===== config.mk =====
export PLATFORM = sky130hd
export DESIGN_NAME = priority_interrupt_controller
export DESIGN_NICKNAME = d
export VERILOG_FILES = /design/src/hdl/pic_pkg.sv /design/src/hdl/pic_core.sv /design/src/hdl/priority_interrupt_controller.sv
export SDC_FILE = /design/constraint.sdc
export NUM_CORES = 1
export LEC_CHECK = 0
export BUFFER_PORTS_ARGS = -buffer_cell sky130_fd_sc_hd__buf_4
export CORE_ASPECT_RATIO = 1.5
export CORE_MARGIN = 2
export CORE_UTILIZATION = 59
export DETAILED_ROUTE_END_ITERATION = 10
export PLACE_DENSITY = 0.9
export REMOVE_ABC_BUFFERS = 1
export SLEW_MARGIN = 20
export SYNTH_ARGS = -nofsm -noshare
export SYNTH_HDL_FRONTEND = slang
export SYNTH_HIERARCHICAL = 1
export SYNTH_SLANG_ARGS = --single-unit

===== constraint.sdc =====
create_clock -name clock -period 4.3 [get_ports clock]
set_input_delay 0.645 -clock clock [delete_from_list [all_inputs] [get_ports clock]]
set_output_delay 0.645 -clock clock [all_outputs]
set_load 0.02 [all_outputs]

===== src/hdl/pic_pkg.sv =====
package pic_pkg;

   typedef enum logic [1:0] {
      CMD_READ  = 2'd0,
      CMD_WRITE = 2'd1,
      CMD_RAISE = 2'd2,
      CMD_ACK   = 2'd3
   } cmd_type;

   // port 0 write decode
   localparam logic [7:0] ICW1_FLAG  = 8'h10;
   localparam logic [7:0] OCW3_MASK  = 8'h98;
   localparam logic [7:0] OCW3_MATCH = 8'h08;
   localparam logic [7:0] EOI_FLAG   = 8'h20;

   // initialization slots on port 1
   localparam logic [2:0] STEP_ICW1   = 3'd1;
   localparam logic [2:0] STEP_ICW2   = 3'd2;
   localparam logic [2:0] STEP_ICW3   = 3'd3;
   localparam logic [2:0] STEP_ICW4   = 3'd4;
   localparam logic [2:0] STEP_MASKED = 3'd5;

   typedef struct packed {
      logic [7:0] read_data;
      logic [7:0] vector;
      logic       vector_valid;
      logic       pending;
   } pic_result_type;

   // index of the lowest set bit, zero when none set
   function automatic logic [2:0] lowest_bit(input logic [7:0] v);
      logic [2:0] idx;
      idx = 3'd0;
      for (int i = 7; i >= 0; i--) begin
         if (v[i]) begin
            idx = 3'(i);
         end
      end
      return idx;
   endfunction

endpackage


===== src/hdl/pic_core.sv =====
module pic_core
   import pic_pkg::*;
(
   input  logic           clock,
   input  logic           reset,
   input  logic           exec,
   input  logic [1:0]     command,
   input  logic           port_select,
   input  logic [7:0]     write_data,
   input  logic [2:0]     irq_line,
   output pic_result_type result
);

   logic [7:0] request_ff, request_in;
   logic [7:0] service_ff, service_in;
   logic [7:0] mask_ff, mask_in;
   logic       ris_ff, ris_in;
   logic [2:0] step_ff, step_in;
   logic       single_ff, single_in;
   logic [7:0] base_ff, base_in;

   cmd_type    cmd;
   logic [7:0] live;
   logic [2:0] live_idx;
   logic [2:0] eoi_idx;
   logic [2:0] slot;

   assign cmd      = cmd_type'(command);
   assign live     = request_ff & ~mask_ff;
   assign live_idx = lowest_bit(live);
   assign eoi_idx  = lowest_bit(service_ff);

   always_comb begin
      request_in = request_ff;
      service_in = service_ff;
      mask_in    = mask_ff;
      ris_in     = ris_ff;
      step_in    = step_ff;
      single_in  = single_ff;
      base_in    = base_ff;
      slot       = step_ff;
      result     = '0;

      unique case (cmd)
         CMD_READ: begin
            if (!port_select) begin
               result.read_data = ris_ff ? service_ff : request_ff;
            end else begin
               result.read_data = mask_ff;
            end
         end
         CMD_WRITE: begin
            if (!port_select) begin
               if ((write_data & ICW1_FLAG) != 8'd0) begin
                  mask_in   = 8'd0;
                  single_in = write_data[1];
                  step_in   = STEP_ICW2;
               end else begin
                  if ((write_data & OCW3_MASK) == OCW3_MATCH && write_data[1]) begin
                     ris_in = write_data[0];
                  end
                  if ((write_data & EOI_FLAG) != 8'd0 && service_ff != 8'd0) begin
                     service_in[eoi_idx] = 1'b0;
                  end
               end
            end else begin
               // icw3 is skipped in single mode
               if (step_ff == STEP_ICW3 && single_ff) begin
                  slot = STEP_ICW4;
               end
               if (slot < STEP_MASKED) begin
                  if (slot == STEP_ICW1) begin
                     single_in = write_data[1];
                  end else if (slot == STEP_ICW2) begin
                     base_in = write_data;
                  end
                  step_in = slot + 3'd1;
               end else begin
                  mask_in = write_data;
               end
            end
         end
         CMD_RAISE: begin
            request_in[irq_line] = 1'b1;
         end
         CMD_ACK: begin
            if (live != 8'd0) begin
               request_in[live_idx] = 1'b0;
               service_in[live_idx] = 1'b1;
               result.vector        = base_ff + {5'd0, live_idx};
               result.vector_valid  = 1'b1;
            end
         end
      endcase

      result.pending = (request_in & ~mask_in) != 8'd0;
   end

   always_ff @(posedge clock) begin
      if (reset) begin
         request_ff <= '0;
         service_ff <= '0;
         mask_ff    <= '0;
         ris_ff     <= 1'b0;
         step_ff    <= '0;
         single_ff  <= 1'b0;
         base_ff    <= '0;
      end else if (exec) begin
         request_ff <= request_in;
         service_ff <= service_in;
         mask_ff    <= mask_in;
         ris_ff     <= ris_in;
         step_ff    <= step_in;
         single_ff  <= single_in;
         base_ff    <= base_in;
      end
   end

   // an acknowledge that returns a vector leaves a line in service
   a_ack_service: assert property (@(posedge clock) disable iff (reset)
      exec && cmd == CMD_ACK && result.vector_valid |=> service_ff != 8'd0)
      else $error("acknowledged line not in service");

   // initialization progress never runs past the mask slot
   a_step_bound: assert property (@(posedge clock) disable iff (reset)
      step_ff <= STEP_MASKED)
      else $error("init step out of range");

   // an acknowledge clears the line it reports
   a_ack_clears: assert property (@(posedge clock) disable iff (reset)
      exec && cmd == CMD_ACK && result.vector_valid |=> !request_ff[$past(live_idx)])
      else $error("acknowledged request still raised");

endmodule


===== src/hdl/priority_interrupt_controller.sv =====
// eight-line priority interrupt controller in the style of the classic pic, simplified.
// each request carries one command: bus read, bus write, raise a request line or
// interrupt acknowledge; line 0 has highest priority, fixed. every request gives
// exactly one response, through the input stage and then the response register, and a
// new request is taken every cycle unless the block holds off requests, which it only
// does while a response waits under rsp_stall and the input stage is full.
// port 0 reads give the request register, or the in-service register after ocw3
// selects it; port 1 reads give the mask. write port 0 with bit 4 set to start
// initialisation, then icw2 (vector base) and icw3/icw4 on port 1 (icw3 skipped in
// single mode); later port 1 writes set the mask. pending reports any unmasked
// request left after the command.
module priority_interrupt_controller
   import pic_pkg::*;
(
   input  logic       clock,
   input  logic       reset,
   input  logic       req_valid,
   output logic       req_stall,
   input  logic [1:0] req_command,
   input  logic       req_port_select,
   input  logic [7:0] req_write_data,
   input  logic [2:0] req_irq_line,
   output logic       rsp_valid,
   input  logic       rsp_stall,
   output logic [7:0] rsp_read_data,
   output logic [7:0] rsp_vector,
   output logic       rsp_vector_valid,
   output logic       rsp_pending
);

   // input stage
   logic       stage_valid_ff, stage_valid_in;
   logic [1:0] stage_command_ff;
   logic       stage_port_ff;
   logic [7:0] stage_data_ff;
   logic [2:0] stage_line_ff;

   // response register
   logic           rsp_valid_ff, rsp_valid_in;
   pic_result_type rsp_ff;
   pic_result_type result;

   logic advance;
   logic take;

   // the stage moves on when the response register is free or being emptied
   assign advance   = !rsp_valid_ff || !rsp_stall;
   assign req_stall = stage_valid_ff && !advance;
   assign take      = req_valid && !req_stall;

   assign stage_valid_in = take || (stage_valid_ff && !advance);
   assign rsp_valid_in   = advance ? stage_valid_ff : rsp_valid_ff;

   pic_core u_core (
      .clock       (clock),
      .reset       (reset),
      .exec        (stage_valid_ff && advance),
      .command     (stage_command_ff),
      .port_select (stage_port_ff),
      .write_data  (stage_data_ff),
      .irq_line    (stage_line_ff),
      .result      (result)
   );

   always_ff @(posedge clock) begin
      if (reset) begin
         stage_valid_ff <= 1'b0;
         rsp_valid_ff   <= 1'b0;
      end else begin
         stage_valid_ff <= stage_valid_in;
         rsp_valid_ff   <= rsp_valid_in;
      end
   end

   // payload registers, no reset needed
   always_ff @(posedge clock) begin
      if (take) begin
         stage_command_ff <= req_command;
         stage_port_ff    <= req_port_select;
         stage_data_ff    <= req_write_data;
         stage_line_ff    <= req_irq_line;
      end
      if (stage_valid_ff && advance) begin
         rsp_ff <= result;
      end
   end

   assign rsp_valid        = rsp_valid_ff;
   assign rsp_read_data    = rsp_ff.read_data;
   assign rsp_vector       = rsp_ff.vector;
   assign rsp_vector_valid = rsp_ff.vector_valid;
   assign rsp_pending      = rsp_ff.pending;

   // requests are held off only while the input stage and the response register both hold one
   a_stall_cause: assert property (@(posedge clock) disable iff (reset)
      req_stall |-> stage_valid_ff && rsp_valid_ff)
      else $error("request stalled with nothing queued");

   // no vector without the valid flag
   a_vector_zero: assert property (@(posedge clock) disable iff (reset)
      rsp_valid && !rsp_vector_valid |-> rsp_vector == 8'd0)
      else $error("vector set without vector_valid");

   // a response never carries both read data and a vector
   a_one_kind: assert property (@(posedge clock) disable iff (reset)
      rsp_valid && rsp_read_data != 8'd0 |-> !rsp_vector_valid)
      else $error("read data and vector in one response");

endmodule

==> run_results.csv <==
group,metric,value,unit
yosys,yosysSeqAreaShare,48.1,%
timing,setup_ws,1770,ps
flow_run,max-cap-violations,0,
cts,clock-root-buffer,"clkbuf_8",
yosys,ys_warn_count,6,
drt,dr.pass1.iters,5,
timing,rsz0062_at_grt,"no",
cts,clkLatencyLatePin,350,ps
yosys,synthCells,368,
floorplan,die_area,0.00679,mm2
yosys,ys_types,68,
cts,post_cts_resized,0,
timing,tns,0,ps
critical_path,slowest_stage,"dfxtp_1",
placement,dpl-instance-area,0.00394,mm2
floorplan,core-area,0.00587,mm2
timing,max-slew-margin-rel,41.3,%
critical_path,crit_fanout,6,
cts,clock_sinks,71,
floorplan,pin_count,38,
critical_path,reg2reg_from,"u_core/request_ff[7]",
cts,htree_levels,3,
finish,fill_cells,467,
global_route,overflow,0,
critical_path,arrival,2630,ps
finish,drive_above_1_share,19.7,%
placement,hpwl,6420,um
yosys,syn-cell-area,0.00362,mm2
timing,max_freq,395,MHz
placement,post-place-ws,1630,ps
yosys,synth_edf_count,32,
placement,routabilityCongestion,0.954,
critical_path,cp_cell_sequence,"nand2b_1 -> a211o_1 -> a21oi_1 -> ha_1 -> a21o_1 -> maj3_1 -> xnor2_1 -> nor2_1",
timing,min_period,2530,ps
cts,clkTransAtPathRegs,80,ps
global_route,track_usage,28.3,%
yosys,ys.flop_type,"dfxtp_1",
finish,multi_input_area,0.00178,mm2
timing,final_hold_viol_count,0,
drt,wire_per_inst,18.6,um
worst_hold_path,min_to,"stage_data_ff[6]",
drt,avgViaCountPerCell,6.37,
yosys,async_flop_share,0,%
timing,hold_slack,462,ps
floorplan,initial_core_util,61.6,%
critical_path,required,4400,ps
global_route,grt_max_degree,41,
cts,cts_setup_buffers,0,
finish,seqCellArea,0.00174,mm2
finish,final_common_cell,"nor2_1",
timing,period_share,58.9,%
timing,slew_viol_final,0,
global_route,grt_pass1_wl,14300,um
finish,most-common-layout-cells,"64 x nor2_1, 39 x buf_4, 39 x dfxtp_1",
power_and_ir_drop,powerDensity,330,mW/mm2
critical_path,path_delay_family,"compound AO/OA/AOI/OAI gates",
floorplan,die_h,99.9,um
finish,n_antenna_cell,0,
power_and_ir_drop,ir_drop,0.280,mV
global_route,grt_antenna_before_repair,0,
drt,ant_nets,0,
drt,wl,8910,um
critical_path,cp-end-kind,"register",
placement,io_buffers,37,
critical_path,path_class,"register to register",
critical_path,r2r_slack,1770,ps
floorplan,num_rows,34,
timing,finClkSkew,9.87,ps
worst_hold_path,hp-class,"primary input to register",
critical_path,rr_worst_depth,8,
outcome,outcome,"complete, no violations",
drt,drt_iter0_drc,322,
worst_hold_path,hold_depth,1,
timing,setup_violations,0,
drt,drc,0,
finish,syn2layout_area_growth,14.5,%
worst_hold_path,hold_start,"req_write_data[6]",
cts,ctsHoldBuffers,0,
critical_path,path_buf_inv,0,
finish,finalInstanceArea,0.00414,mm2
yosys,ys_ff_latch,71,
cts,clk_path_buf_depth,2,
finish,nets,426,
critical_path,critPathLaunchType,"register",
global_route,grt_pass1_vias,2961,
floorplan,die-width,67.9,um
yosys,syn_avg_cell_area,9.83,um2
critical_path,max_stage_delay,470,ps
power_and_ir_drop,p_leak,1.55,nW
timing,worst_slew_pin_slew,880,ps
critical_path,r2r_end,"rsp_vector[3]",
cts,cts_buffers,9,
finish,final_core_util,70.5,%
drt,via_count,3051,
cts,tritoncts,"yes",
[sequential cells by signal, summed over array words and instances (netlist names), 2 cells and up]
name,flops
rsp_vector,8
u_core/step_ff,3
u_core/request_ff,8
u_core/mask_ff,8
rsp_read_data,8
stage_command_ff,2
stage_data_ff,8
u_core/service_ff,8
u_core/base_ff,8
stage_line_ff,3
[final cells by class]
| type | count | share of cell area [%] |
|---|---|---|
| Timing Repair Buffer | 39 | 7.07 |
| Multi-Input combinational cell | 271 | 42.9 |
| Clock buffer | 12 | 3.75 |
| Sequential cell | 71 | 42.1 |
| Tap cell | 72 | 2.18 |
| Inverter | 10 | 0.907 |
| Clock inverter | 4 | 1.09 |
[report_power, final]
part / switching (mW) / internal [mW] / total [mW] / leakage [nW]
registers: 0.0193 / 0.721 / 0.740 / 0.631
logic: 0.0496 / 0.0338 / 0.0834 / 0.813
clock network: 0.246 / 0.297 / 0.543 / 0.106
[through the flow]
| step | instances | power (mW) |
|---|---|---|
| 2_1_floorplan | 352 | 0.794 |
| 3_3_place_gp | 463 | 0.835 |
| 3_5_place_dp | 463 | 0.837 |
| 4_1_cts | 479 | 1.37 |
| 5_1_grt | 479 | 1.41 |
| 6_report | 479 | 1.37 |
[worst reg2reg max path: cells and delay by family, from the launching register on]
family	cells	cell delay, ps
compound gates	3	770
simple gates	2	200
xor+xnor	1	170
flops	1	470
fa+ha+maj	2	690
[worst max-delay path by stage]
stage                                   end                 start  depth (start not counted)  slack [ps]
after detailed placement  u_core/base_ff[1]             rsp_stall                          9        1630
after global routing          rsp_vector[3]  u_core/request_ff[7]                          8        1580
after floorplan           u_core/base_ff[4]             rsp_stall                          7        -290
after global placement    u_core/base_ff[3]             rsp_stall                          9        1750
final                         rsp_vector[3]  u_core/request_ff[7]                          8        1770
after CTS                     rsp_vector[3]  u_core/request_ff[7]                          8        1770
[routing by layer]
layer,vias to the layer above,global-route usage (%),wire [um]
li1,1424,-,-
met1,1446,34.6,3410
met2,149,46.5,4600
met3,32,5.83,644
met4,0,13.5,257
met5,-,0,0
[cells by family (layout without fill, tap and decap cells)]
family | after synthesis | after routing | share of synthesized area, %
fa+ha+maj | 8 | 8 | 2.87
compound gates | 77 | 77 | 15.5
buf+inv | 26 | 65 | 3.08
xor+xnor | 4 | 4 | 0.969
simple gates | 160 | 160 | 23.4
mux | 22 | 22 | 6.09
flops | 71 | 71 | 48.1
[Yosys cell counts, types with 4 or more instances]
library cell  instances  area, um2
nor2_1               65        244
dfxtp_1              39        781
edfxtp_1             32        961
a21oi_1              27        135
mux2i_1              22        220
nand2_1              19       71.3
nand2b_1             11       68.8
nand3_1              11       55.1
nor3_1                9       45.0
clkbuf_1              8       30.0
inv_1                 8       30.0
a22oi_1               6       45.0
and3_1                6       37.5
a31oi_1               5       31.3
buf_2                 5       25.0
ha_1                  5       62.6
nor2b_1               5       31.3
nor4_1                5       31.3
a2111oi_0             4       35.0
Note: power is estimated with default switching activity, not from simulation.
